--- src/rtl/core/bsfd_pkg.sv ---
// Shared types and constants for the base-32 sensor frame deframer.
// Depends on nothing; every other file of the block imports it.
package bsfd_pkg;

    // Frame geometry.
    localparam int FRAME_DIGITS = 14;
    localparam int STORE_DEPTH  = 14;
    localparam int POS_W        = 4;
    localparam int DIGIT_W      = 5;

    // Result field widths.
    localparam int TS_W   = 35;
    localparam int FORCE_W = 15;
    localparam int STIM_W = 5;
    localparam int FREQ_W = 15;
    localparam int SEQ_W  = 16;

    // Command queue between the front and the back.
    localparam int QUEUE_DEPTH = 4;
    localparam int QUEUE_AW    = 2;
    localparam int QUEUE_CW    = 3;

    // Marker and digit characters.
    localparam logic [7:0] CH_START = 8'h53;  // 'S'
    localparam logic [7:0] CH_END   = 8'h45;  // 'E'
    localparam logic [7:0] CH_SEQ   = 8'h59;  // 'Y'
    localparam logic [7:0] CH_SKIP  = 8'h4E;  // 'N'
    localparam logic [7:0] CH_DEC0  = 8'h30;  // '0'
    localparam logic [7:0] CH_DEC9  = 8'h39;  // '9'
    localparam logic [7:0] CH_ALO   = 8'h61;  // 'a'
    localparam logic [7:0] CH_AHI   = 8'h76;  // 'v'
    localparam logic [7:0] ALPHA_BASE = 8'd10;

    // Result kinds.
    localparam logic KIND_RECORD = 1'b0;
    localparam logic KIND_SEQ    = 1'b1;

    typedef enum logic [1:0] {
        OP_DIGIT  = 2'd0,
        OP_RECORD = 2'd1,
        OP_SEQ    = 2'd2
    } t_op;

    typedef struct packed {
        t_op                op;
        logic [POS_W-1:0]   idx;
        logic [DIGIT_W-1:0] value;
        logic               err;
    } t_cmd;

endpackage

--- src/rtl/core/bsfd_cmd_fifo.sv ---
// Short command queue that decouples the parser front from the result back.
// Depends on bsfd_pkg for the command type and the queue depth.
module bsfd_cmd_fifo
    import bsfd_pkg::*;
(
    input  logic i_clk,
    input  logic i_rst_n,
    input  logic i_push,
    input  t_cmd i_push_data,
    input  logic i_pop,
    output t_cmd o_head,
    output logic o_full,
    output logic o_empty
);

    t_cmd                r_mem [QUEUE_DEPTH];
    logic [QUEUE_AW-1:0] r_wr_ptr;
    logic [QUEUE_AW-1:0] r_rd_ptr;
    logic [QUEUE_CW-1:0] r_count;

    logic do_push;
    logic do_pop;

    assign o_full  = (r_count == QUEUE_CW'(QUEUE_DEPTH));
    assign o_empty = (r_count == '0);
    assign do_push = i_push && !o_full;
    assign do_pop  = i_pop && !o_empty;
    assign o_head  = r_mem[r_rd_ptr];

    always_ff @(posedge i_clk) begin
        if (do_push) begin
            r_mem[r_wr_ptr] <= i_push_data;
        end
    end

    always_ff @(posedge i_clk) begin
        if (!i_rst_n) begin
            r_wr_ptr <= '0;
            r_rd_ptr <= '0;
            r_count  <= '0;
        end else begin
            if (do_push) begin
                r_wr_ptr <= r_wr_ptr + 1'b1;
            end
            if (do_pop) begin
                r_rd_ptr <= r_rd_ptr + 1'b1;
            end
            case ({do_push, do_pop})
                2'b10:   r_count <= r_count + 1'b1;
                2'b01:   r_count <= r_count - 1'b1;
                default: r_count <= r_count;
            endcase
        end
    end

endmodule

--- src/rtl/core/bsfd_front.sv ---
// Parser front: tracks the framing mode, decodes digit characters and
// issues digit, record and sequence commands. Depends on bsfd_pkg.
module bsfd_front
    import bsfd_pkg::*;
(
    input  logic       i_clk,
    input  logic       i_rst_n,
    input  logic       i_accept,
    input  logic [7:0] i_byte,
    output logic       o_push,
    output t_cmd       o_cmd
);

    typedef enum logic [1:0] {
        M_IDLE  = 2'd0,
        M_FRAME = 2'd1,
        M_SKIP  = 2'd2
    } t_mode;

    t_mode            r_mode, n_mode;
    logic [POS_W-1:0] r_pos, n_pos;
    logic             r_err, n_err;

    logic [DIGIT_W-1:0] dig_val;
    logic               dig_bad;
    logic [7:0]         dec_off;
    logic [7:0]         alpha_off;

    // Character to digit value; invalid characters decode to zero.
    always_comb begin
        dec_off   = i_byte - CH_DEC0;
        alpha_off = i_byte - CH_ALO + ALPHA_BASE;
        dig_bad   = 1'b0;
        dig_val   = '0;
        if (i_byte >= CH_DEC0 && i_byte <= CH_DEC9) begin
            dig_val = dec_off[DIGIT_W-1:0];
        end else if (i_byte >= CH_ALO && i_byte <= CH_AHI) begin
            dig_val = alpha_off[DIGIT_W-1:0];
        end else begin
            dig_bad = 1'b1;
        end
    end

    always_comb begin
        n_mode      = r_mode;
        n_pos       = r_pos;
        n_err       = r_err;
        o_push      = 1'b0;
        o_cmd.op    = OP_DIGIT;
        o_cmd.idx   = r_pos;
        o_cmd.value = dig_val;
        o_cmd.err   = r_err;
        if (i_accept) begin
            case (r_mode)
                M_FRAME: begin
                    if (r_pos < POS_W'(FRAME_DIGITS)) begin
                        o_push = 1'b1;
                        n_pos  = r_pos + 1'b1;
                        n_err  = r_err | dig_bad;
                    end else begin
                        n_mode = M_IDLE;
                        n_pos  = '0;
                        if (i_byte == CH_END) begin
                            o_push   = 1'b1;
                            o_cmd.op = OP_RECORD;
                        end
                    end
                end
                M_SKIP: begin
                    if (i_byte == CH_SEQ) begin
                        n_mode   = M_IDLE;
                        o_push   = 1'b1;
                        o_cmd.op = OP_SEQ;
                    end
                end
                default: begin
                    n_mode = M_IDLE;
                    if (i_byte == CH_START) begin
                        n_mode = M_FRAME;
                        n_pos  = '0;
                        n_err  = 1'b0;
                    end else if (i_byte == CH_SEQ) begin
                        o_push   = 1'b1;
                        o_cmd.op = OP_SEQ;
                    end else if (i_byte == CH_SKIP) begin
                        n_mode = M_SKIP;
                    end
                end
            endcase
        end
    end

    always_ff @(posedge i_clk) begin
        if (!i_rst_n) begin
            r_mode <= M_IDLE;
            r_pos  <= '0;
            r_err  <= 1'b0;
        end else begin
            r_mode <= n_mode;
            r_pos  <= n_pos;
            r_err  <= n_err;
        end
    end

endmodule

--- src/rtl/core/bsfd_back.sv ---
// Result back: holds the digit store and the sequence counter, executes
// queued commands and drives the output register. Depends on bsfd_pkg.
module bsfd_back
    import bsfd_pkg::*;
(
    input  logic               i_clk,
    input  logic               i_rst_n,
    input  logic               i_empty,
    input  t_cmd               i_head,
    output logic               o_pop,
    output logic               o_out_valid,
    input  logic               i_out_ready,
    output logic               o_result_kind,
    output logic [TS_W-1:0]    o_time_stamp,
    output logic [FORCE_W-1:0] o_force_value,
    output logic [STIM_W-1:0]  o_stimulus,
    output logic [FREQ_W-1:0]  o_frequency,
    output logic [SEQ_W-1:0]   o_sequence_number,
    output logic               o_bad_digit
);

    logic [DIGIT_W-1:0] r_store [STORE_DEPTH];
    logic [SEQ_W-1:0]   r_seq;
    logic               r_out_valid;
    logic               r_kind;
    logic [TS_W-1:0]    r_ts;
    logic [FORCE_W-1:0] r_force;
    logic [STIM_W-1:0]  r_stim;
    logic [FREQ_W-1:0]  r_freq;
    logic [SEQ_W-1:0]   r_seq_out;
    logic               r_bad;

    logic [DIGIT_W-1:0] dig [STORE_DEPTH];
    logic               slot_free;
    logic               load;
    logic [SEQ_W-1:0]   seq_inc;

    // Digits beyond the frame length read as zero.
    always_comb begin
        for (int k = 0; k < STORE_DEPTH; k++) begin
            dig[k] = (k < FRAME_DIGITS) ? r_store[k] : '0;
        end
    end

    assign slot_free = !r_out_valid || i_out_ready;
    assign o_pop     = !i_empty && (i_head.op == OP_DIGIT || slot_free);
    assign load      = o_pop && (i_head.op != OP_DIGIT);
    assign seq_inc   = r_seq + 1'b1;

    always_ff @(posedge i_clk) begin
        if (o_pop && i_head.op == OP_DIGIT) begin
            for (int k = 0; k < STORE_DEPTH; k++) begin
                if (i_head.idx == POS_W'(k)) begin
                    r_store[k] <= i_head.value;
                end
            end
        end
        if (load) begin
            if (i_head.op == OP_RECORD) begin
                r_kind    <= KIND_RECORD;
                r_ts      <= {dig[6], dig[5], dig[4], dig[3], dig[2], dig[1], dig[0]};
                r_force   <= {dig[9], dig[8], dig[7]};
                r_stim    <= dig[10];
                r_freq    <= {dig[13], dig[12], dig[11]};
                r_seq_out <= r_seq;
                r_bad     <= i_head.err;
            end else begin
                r_kind    <= KIND_SEQ;
                r_ts      <= '0;
                r_force   <= '0;
                r_stim    <= '0;
                r_freq    <= '0;
                r_seq_out <= seq_inc;
                r_bad     <= 1'b0;
            end
        end
    end

    always_ff @(posedge i_clk) begin
        if (!i_rst_n) begin
            r_seq       <= '0;
            r_out_valid <= 1'b0;
        end else begin
            if (load && i_head.op == OP_SEQ) begin
                r_seq <= seq_inc;
            end
            if (load) begin
                r_out_valid <= 1'b1;
            end else if (i_out_ready) begin
                r_out_valid <= 1'b0;
            end
        end
    end

    assign o_out_valid       = r_out_valid;
    assign o_result_kind     = r_kind;
    assign o_time_stamp      = r_ts;
    assign o_force_value     = r_force;
    assign o_stimulus        = r_stim;
    assign o_frequency       = r_freq;
    assign o_sequence_number = r_seq_out;
    assign o_bad_digit       = r_bad;

endmodule

--- src/rtl/core/base32_sensor_frame_deframer_top.sv ---
// Top level of the base-32 sensor frame deframer.
// Depends on bsfd_pkg, bsfd_front, bsfd_cmd_fifo and bsfd_back.
//
// The block takes one received character per word and turns framed sensor
// traffic into result words. An 'S' seen while idle opens a frame of
// fourteen base-32 digits ('0'-'9', 'a'-'v'), which must be followed by an
// 'E'; the frame then yields a data record with a 35-bit timestamp, a
// 15-bit force value, a 5-bit stimulus code and a 15-bit frequency, each
// assembled least significant digit first. Characters that are not valid
// digits count as zero and raise bad_digit on the record. A frame that is
// not closed by 'E' is dropped silently. An idle 'Y' bumps the 16-bit
// sequence number and reports it as a sequence word; an idle 'N' discards
// everything up to the next 'Y'. The input side takes one character per
// clock cycle while the queue has room, and the block produces at most one
// result word for each character. A parser front classifies each character
// in the cycle it is accepted and places a command in a four-entry queue;
// a back end drains the queue at one command per cycle, holding a result
// command while the output register is still full, writing digits into
// the digit store and loading finished results into the output register.
// Because of that register and the queue, input stays ready while a result
// waits to be taken, and only stops when four commands are pending behind
// a stalled output. A character's command is first registered in the
// queue, and its result word is then loaded into the output register.
module base32_sensor_frame_deframer_top
    import bsfd_pkg::*;
(
    input  logic               i_clk,
    input  logic               i_rst_n,
    input  logic               i_in_valid,
    output logic               o_in_ready,
    input  logic [7:0]         i_rx_byte,
    output logic               o_out_valid,
    input  logic               i_out_ready,
    output logic               o_result_kind,
    output logic [TS_W-1:0]    o_time_stamp,
    output logic [FORCE_W-1:0] o_force_value,
    output logic [STIM_W-1:0]  o_stimulus,
    output logic [FREQ_W-1:0]  o_frequency,
    output logic [SEQ_W-1:0]   o_sequence_number,
    output logic               o_bad_digit
);

    logic in_accept;
    logic push;
    t_cmd push_cmd;
    t_cmd head;
    logic pop;
    logic full;
    logic empty;

    // The front may always issue a command when the queue has room.
    assign o_in_ready = !full;
    assign in_accept  = i_in_valid && o_in_ready;

    bsfd_front u_front (
        .i_clk    (i_clk),
        .i_rst_n  (i_rst_n),
        .i_accept (in_accept),
        .i_byte   (i_rx_byte),
        .o_push   (push),
        .o_cmd    (push_cmd)
    );

    bsfd_cmd_fifo u_queue (
        .i_clk       (i_clk),
        .i_rst_n     (i_rst_n),
        .i_push      (push),
        .i_push_data (push_cmd),
        .i_pop       (pop),
        .o_head      (head),
        .o_full      (full),
        .o_empty     (empty)
    );

    bsfd_back u_back (
        .i_clk             (i_clk),
        .i_rst_n           (i_rst_n),
        .i_empty           (empty),
        .i_head            (head),
        .o_pop             (pop),
        .o_out_valid       (o_out_valid),
        .i_out_ready       (i_out_ready),
        .o_result_kind     (o_result_kind),
        .o_time_stamp      (o_time_stamp),
        .o_force_value     (o_force_value),
        .o_stimulus        (o_stimulus),
        .o_frequency       (o_frequency),
        .o_sequence_number (o_sequence_number),
        .o_bad_digit       (o_bad_digit)
    );

endmodule
--- config.mk ---
export PLATFORM = sky130hd
export DESIGN_NAME = base32_sensor_frame_deframer_top
export DESIGN_NICKNAME = d
export VERILOG_FILES = /design/src/rtl/core/bsfd_pkg.sv /design/src/rtl/core/bsfd_cmd_fifo.sv /design/src/rtl/core/bsfd_front.sv /design/src/rtl/core/bsfd_back.sv /design/src/rtl/core/base32_sensor_frame_deframer_top.sv
export SDC_FILE = /design/constraint.sdc
export NUM_CORES = 1
export LEC_CHECK = 0
export BUFFER_PORTS_ARGS = -buffer_cell sky130_fd_sc_hd__buf_2
export CAP_MARGIN = 20
export CORE_ASPECT_RATIO = 0.8
export CORE_MARGIN = 1.5
export CORE_UTILIZATION = 45
export CTS_CLUSTER_DIAMETER = 200
export CTS_CLUSTER_SIZE = 16
export DETAILED_ROUTE_END_ITERATION = 8
export MAX_ROUTING_LAYER = met4
export PLACE_DENSITY = 0.64
export SYNTH_ARGS = -nofsm -noshare
export SYNTH_HDL_FRONTEND = slang
export SYNTH_SLANG_ARGS = --single-unit
--- constraint.sdc ---
create_clock -name i_clk -period 6.85 [get_ports i_clk]
set_clock_uncertainty 0.15 [all_clocks]
set_input_delay 0.3425 -clock i_clk [delete_from_list [all_inputs] [get_ports i_clk]]
set_output_delay 0.3425 -clock i_clk [all_outputs]
set_load 0.03 [all_outputs]
# After elaboration in Yosys (flattened, before gate mapping)
# Memories as Yosys holds them, arrays and structs flattened. A register that Yosys moved wholly into a read port is not among the register bits.
# Index checks and enable logic that the tools add are counted.
[op_classes]
addsub = 9
magnitude_cmp = 5
n_eq_ne = 27
n_mux = 118
n_bitwise = 2
reduce_logical = 51
[ops]
columns = ["cell", "count"]
rows = [
  ["$mux W5", 15],
  ["$mux W1", 70],
  ["$reduce_or A5 Y1", 13],
  ["$mux W4", 15],
  ["$eq A8 B7 Y1 const B", 4],
  ["$eq A4 B4 Y1 const B", 6],
  ["$mux W2", 11],
  ["$logic_not A1 Y1", 17],
  ["$add A16 B1 Y16 const B", 1],
  ["$eq A4 B3 Y1 const B", 4],
  ["$mux W16", 1],
  ["$logic_and A1 B1 Y1", 9],
  ["$eq A4 B2 Y1 const B", 2],
  ["$ge A8 B6 Y1 const B", 1],
  ["$ge A8 B7 Y1 const B", 1],
  ["$le A8 B6 Y1 const B", 1],
  ["$le A8 B7 Y1 const B", 1],
  ["$pmux W2 S2", 2],
  ["$pmux W4 S2", 1],
  ["$reduce_bool A2 Y1", 4],
  ["$eq A2 B1 Y1 const B", 3],
  ["$eq A2 B2 Y1 const B", 3],
  ["$pmux W3 S2", 1],
  ["$reduce_and A3 Y1", 2],
  ["20 further kinds", 24],
]
[totals]
ff_bits = 49
ramBits = 118
in_bits = 12
output_inout_bits = 90
word_cells = 225
mem_count = 2
[memory_table]
columns = ["name", "depth", "width", "read_ports", "rd_clocked_by_memory_dff", "write_ports", "line", "text"]
rows = [
  ["u_back.r_store", 14, 5, 14, 14, 1, "bsfd_back.sv:22", "logic [DIGIT_W-1:0] r_store [STORE_DEPTH];"],
  ["u_queue.r_mem", 4, 12, 1, 1, 1, "bsfd_cmd_fifo.sv:16", "t_cmd r_mem [QUEUE_DEPTH];"],
]

# Longest topological paths before layout
[logic_depth]
depth_word = 21
ltp_mapped = 12
mapped_depth_nobuf = 12

# Modules after synthesis
# A second synthesis with hierarchy kept.
[unflattened]
hier_cells = 624
area_unflattened_um2 = 9422.8
[modules_own_cells]
columns = ["mod", "instances", "cells_per_inst", "area_per_inst_um2", "seq_area_each_um2"]
rows = [
  ["bsfd_back", 1, 410, 6468.7, 5084.9],
  ["bsfd_cmd_fifo", 1, 116, 2222.1, 1621.6],
  ["bsfd_front", 1, 96, 721.9, 140.1],
  ["base32_sensor_frame_deframer_top", 1, 2, 10.0, 0.0],
]

# Least setup slack after synthesis
# Ideal clock, no wire load.
[synth_path]
path_type = "register to register"
from = "register with a tool-made name"
to = "register u_back.r_bad, in the netlist u_back.o_bad_digit, enable pin"
setup_time_ns = 0.643
arrival_time_ns = 6.771
required_time_ns = 6.057
setup_slack_ns = -0.714
stages_incl_launch_ff = 4
path_buffers = 0
period_less_slack_ns = 7.564
path_cell_list = "dfxtp_1 mux4_2 nor2_1 nor3_1"
[synth_lines]
columns = ["item", "line", "text"]
rows = [
  ["end signal: assignment", "bsfd_back.sv:66", "r_bad <= i_head.err;"],
  ["end: declaration", "bsfd_back.sv:31", "logic r_bad;"],
]

==> results.json <==
{
  "tns_ps": 0,
  "synth-edff-count": 206,
  "grt_overflow": 0,
  "core_area_mm2": 0.02009,
  "critPathRequiredTime_ps": 6800,
  "gp_congestion": 0.8272,
  "grt_pass1_wl_um": 26450,
  "synthFlopType": "edfxtp_1",
  "min_period_ps": 3602,
  "postSynthNetCount": 635,
  "totalWireLength_um": 16570,
  "min_from": "i_rst_n",
  "vias_per_cell": 5.270,
  "io_buffers": 101,
  "fin_nets": 735,
  "fin_ws_ps": 3248,
  "p_leak_nw": 3.864,
  "async_reset_ff_share_pct": 0,
  "die_h_um": 131.9,
  "holdBufCountCts": 0,
  "cts_tree": "yes",
  "syn_inst": 609,
  "htreeDepth": 1,
  "placed_area_mm2": 0.01012,
  "drt_iter0_markers": 335,
  "syn_area_per_cell_um2": 15.35,
  "insertion_delay_ps": 480,
  "crit_fanout": 71,
  "cts_buffers": 18,
  "grt_start_max_net_pins": 82,
  "maxCapViolations": 0,
  "drt-pass1-iter-count": 5,
  "setup_viol": 0,
  "initial_core_util_pct": 46.53,
  "drc": 0,
  "outcome": "completed",
  "slew_violations": 0,
  "post_drt_wl_per_cell_um": 16.82,
  "grt_util_all_layers_pct": 16.02,
  "post_cts_buffers": 0,
  "powerDensity_mw_per_mm2": 380.7,
  "antenna_found_initial": 0,
  "timing.final.hold_violations": 0,
  "r2r-end": "u_back.o_force_value[11]$_SDFFCE_PN0P_",
  "hpwl_um": 11170,
  "worst_pin_slew_ps": 914.3,
  "dieWidth_um": 164.1,
  "cts_repair_resize_count": 0,
  "crit_type": "register to register",
  "syn_to_final_growth_pct": 13.87,
  "cp-end-kind": "register",
  "clk_path_buf_depth": 3,
  "route.antenna.remaining_nets": 0,
  "ios": 102,
  "start_kind": "register",
  "dieArea_mm2": 0.02165,
  "ys_warn_count": 0,
  "stdcell_area_mm2": 0.01064,
  "worstHoldEndpoint": "u_front.r_err$_SDFFE_PN0P_",
  "hold_depth": 3,
  "row_count": 46,
  "drive_above_1_share_pct": 20.53,
  "crit_arrival_ps": 3550,
  "ys_seq_area_share_pct": 73.25,
  "n_antenna_cell": 0,
  "netlist-cell-type-count": 56,
  "vias": 5191,
  "slew_headroom_pct": 38.85,
  "clock.fmax_mhz": 277.6,
  "r2r_cells": 4,
  "totalPowerFinal_w": 0.004052,
  "cts.clk_slew.worst_paths_ps": 80,
  "root_buffer": "clkbuf_16",
  "r2r_slack_ps": 3250,
  "first_global_vias": 5003,
  "hold_ws_ps": 84.63,
  "hold_path.class": "primary input to register",
  "clkSinkCount": 239,
  "vdd_ir_drop_max_mv": 0.2401,
  "rsz0062_at_grt": "no",
  "ys_seq_elements": 239,
  "synth_area_mm2": 0.009346,
  "preCtsSetupSlack_ps": 3185,
  "period_share_pct": 52.58
}
layout make-up:
type,count,area (µm²)
Fill cell,1629,9444
Sequential cell,239,6847
Multi-Input combinational cell,330,2357
Clock buffer,32,524.3
Timing Repair Buffer,103,520.5
Tap cell,264,330.3
Inverter,17,63.81
flip-flops by register name, indices dropped and copies added, names as in the netlist, named ones only:
signal / flops
u_front.r_err: 1
u_back.o_frequency: 15
u_back.o_time_stamp: 35
u_back.o_sequence_number: 16
u_queue.r_mem: 48
u_back.o_bad_digit: 1
u_back.o_out_valid: 1
u_queue.r_rd_ptr: 2
u_front.r_mode: 2
u_back.o_force_value: 15
u_back.r_seq: 16
u_front.r_pos: 4
u_back.o_stimulus: 5
u_back.r_store: 70
u_queue.r_wr_ptr: 2
u_back.o_result_kind: 1
u_queue.r_count: 3
layout by cell type, fill, tap and decap left out, drive strengths merged, types with 7 or more instances in the layout:
master / n
dfxtp: 33
inv: 16
nand2: 18
or4: 7
nor2: 28
clkbuf: 32
and2: 79
mux4: 12
ha: 13
nand3: 16
xor2: 13
edfxtp: 206
or3: 14
nor3: 9
o21ai: 17
a21oi: 28
o31ai: 7
buf: 103
through the flow:
stage,util (%),instances
floorplan,-,609
global placement,50.37,953
finish,52.98,985
detailed placement,50.37,953
CTS,52.98,985
global route,52.98,985
cell usage after synthesis (all sizes together) (3+ instances only):
| cell type | n | area [µm²] |
|---|---|---|
| a21oi | 28 | 140.1 |
| and2 | 79 | 494.2 |
| and3 | 5 | 31.28 |
| and4 | 3 | 26.28 |
| buf | 3 | 21.27 |
| clkbuf | 20 | 76.32 |
| dfxtp | 33 | 660.6 |
| edfxtp | 206 | 6186 |
| ha | 13 | 162.7 |
| inv | 16 | 60.06 |
| mux4 | 12 | 270.3 |
| nand2 | 18 | 67.56 |
| nand2b | 3 | 18.77 |
| nand3 | 16 | 80.08 |
| nand3b | 3 | 22.52 |
| nand4 | 4 | 25.02 |
| nand4b | 4 | 50.05 |
| nor2 | 28 | 105.1 |
| nor2b | 6 | 37.54 |
| nor3 | 9 | 50.05 |
| o21ai | 17 | 85.08 |
| o31ai | 7 | 52.55 |
| or2 | 3 | 18.77 |
| or3 | 14 | 87.58 |
| or3b | 4 | 35.04 |
| or4 | 7 | 52.55 |
| xnor2 | 5 | 43.79 |
| xor2 | 13 | 113.9 |
worst max-delay path by stage:
| stage | start | endpoint | slack, ps | cells after the start |
|---|---|---|---|---|
| finish | register | u_back.o_force_value[11]$_SDFFCE_PN0P_ | 3250 | 4 |
| global route | register | u_back.o_force_value[11]$_SDFFCE_PN0P_ | 2910 | 4 |
| CTS | register | u_back.o_force_value[10]$_SDFFCE_PN0P_ | 3180 | 4 |
| detailed placement | register | u_back.o_force_value[8]$_SDFFCE_PN0P_ | 3190 | 4 |
| global placement | register | u_back.o_stimulus[0]$_SDFFCE_PN0P_ | 3320 | 4 |
| floorplan | register | u_back.o_bad_digit$_SDFFCE_PN0P_ | 1960 | 3 |
where the power goes:
group	internal (W)	total [W]	leakage, nW	switching, W
Clock	0.000519	0.000970	0.249	0.000451
Sequential	0.00191	0.00199	2.25	0.0000814
Combinational	0.000290	0.00109	1.36	0.000803
Total	0.00272	0.00405	3.86	0.00134
kinds of logic (layout without fill, tap and decap cells):
kind of cell               Yosys count  in the layout  synth area share, %
DFF                                239            239                73.25
and+or+nand+nor                    211            211                13.32
AOI/OAI and AO/OA                   71             71                4.712
buffers and inverters               40            152                1.727
xor gates and xnor gates            18             18                1.687
muxes                               16             16                3.347
adders and majority gates           14             14                1.955
routing by layer:
metal / routed length [µm] / vias to the layer above / global-route usage (%)
li1: - / 2470 / -
met1: 7765 / 2569 / 22.37
met2: 7666 / 129 / 24.71
met3: 812 / 23 / 2.454
met4: 325 / 0 / 4.040
met5: 0 / - / -
worst max-delay path, cell delays in order, from the launching register on:
cell     delay, ps
dfxtp_1        840
mux4_2         490
nor2_1         110
nor3_4         770
buf_4          790
Note: power is estimated with default switching activity, not from simulation.
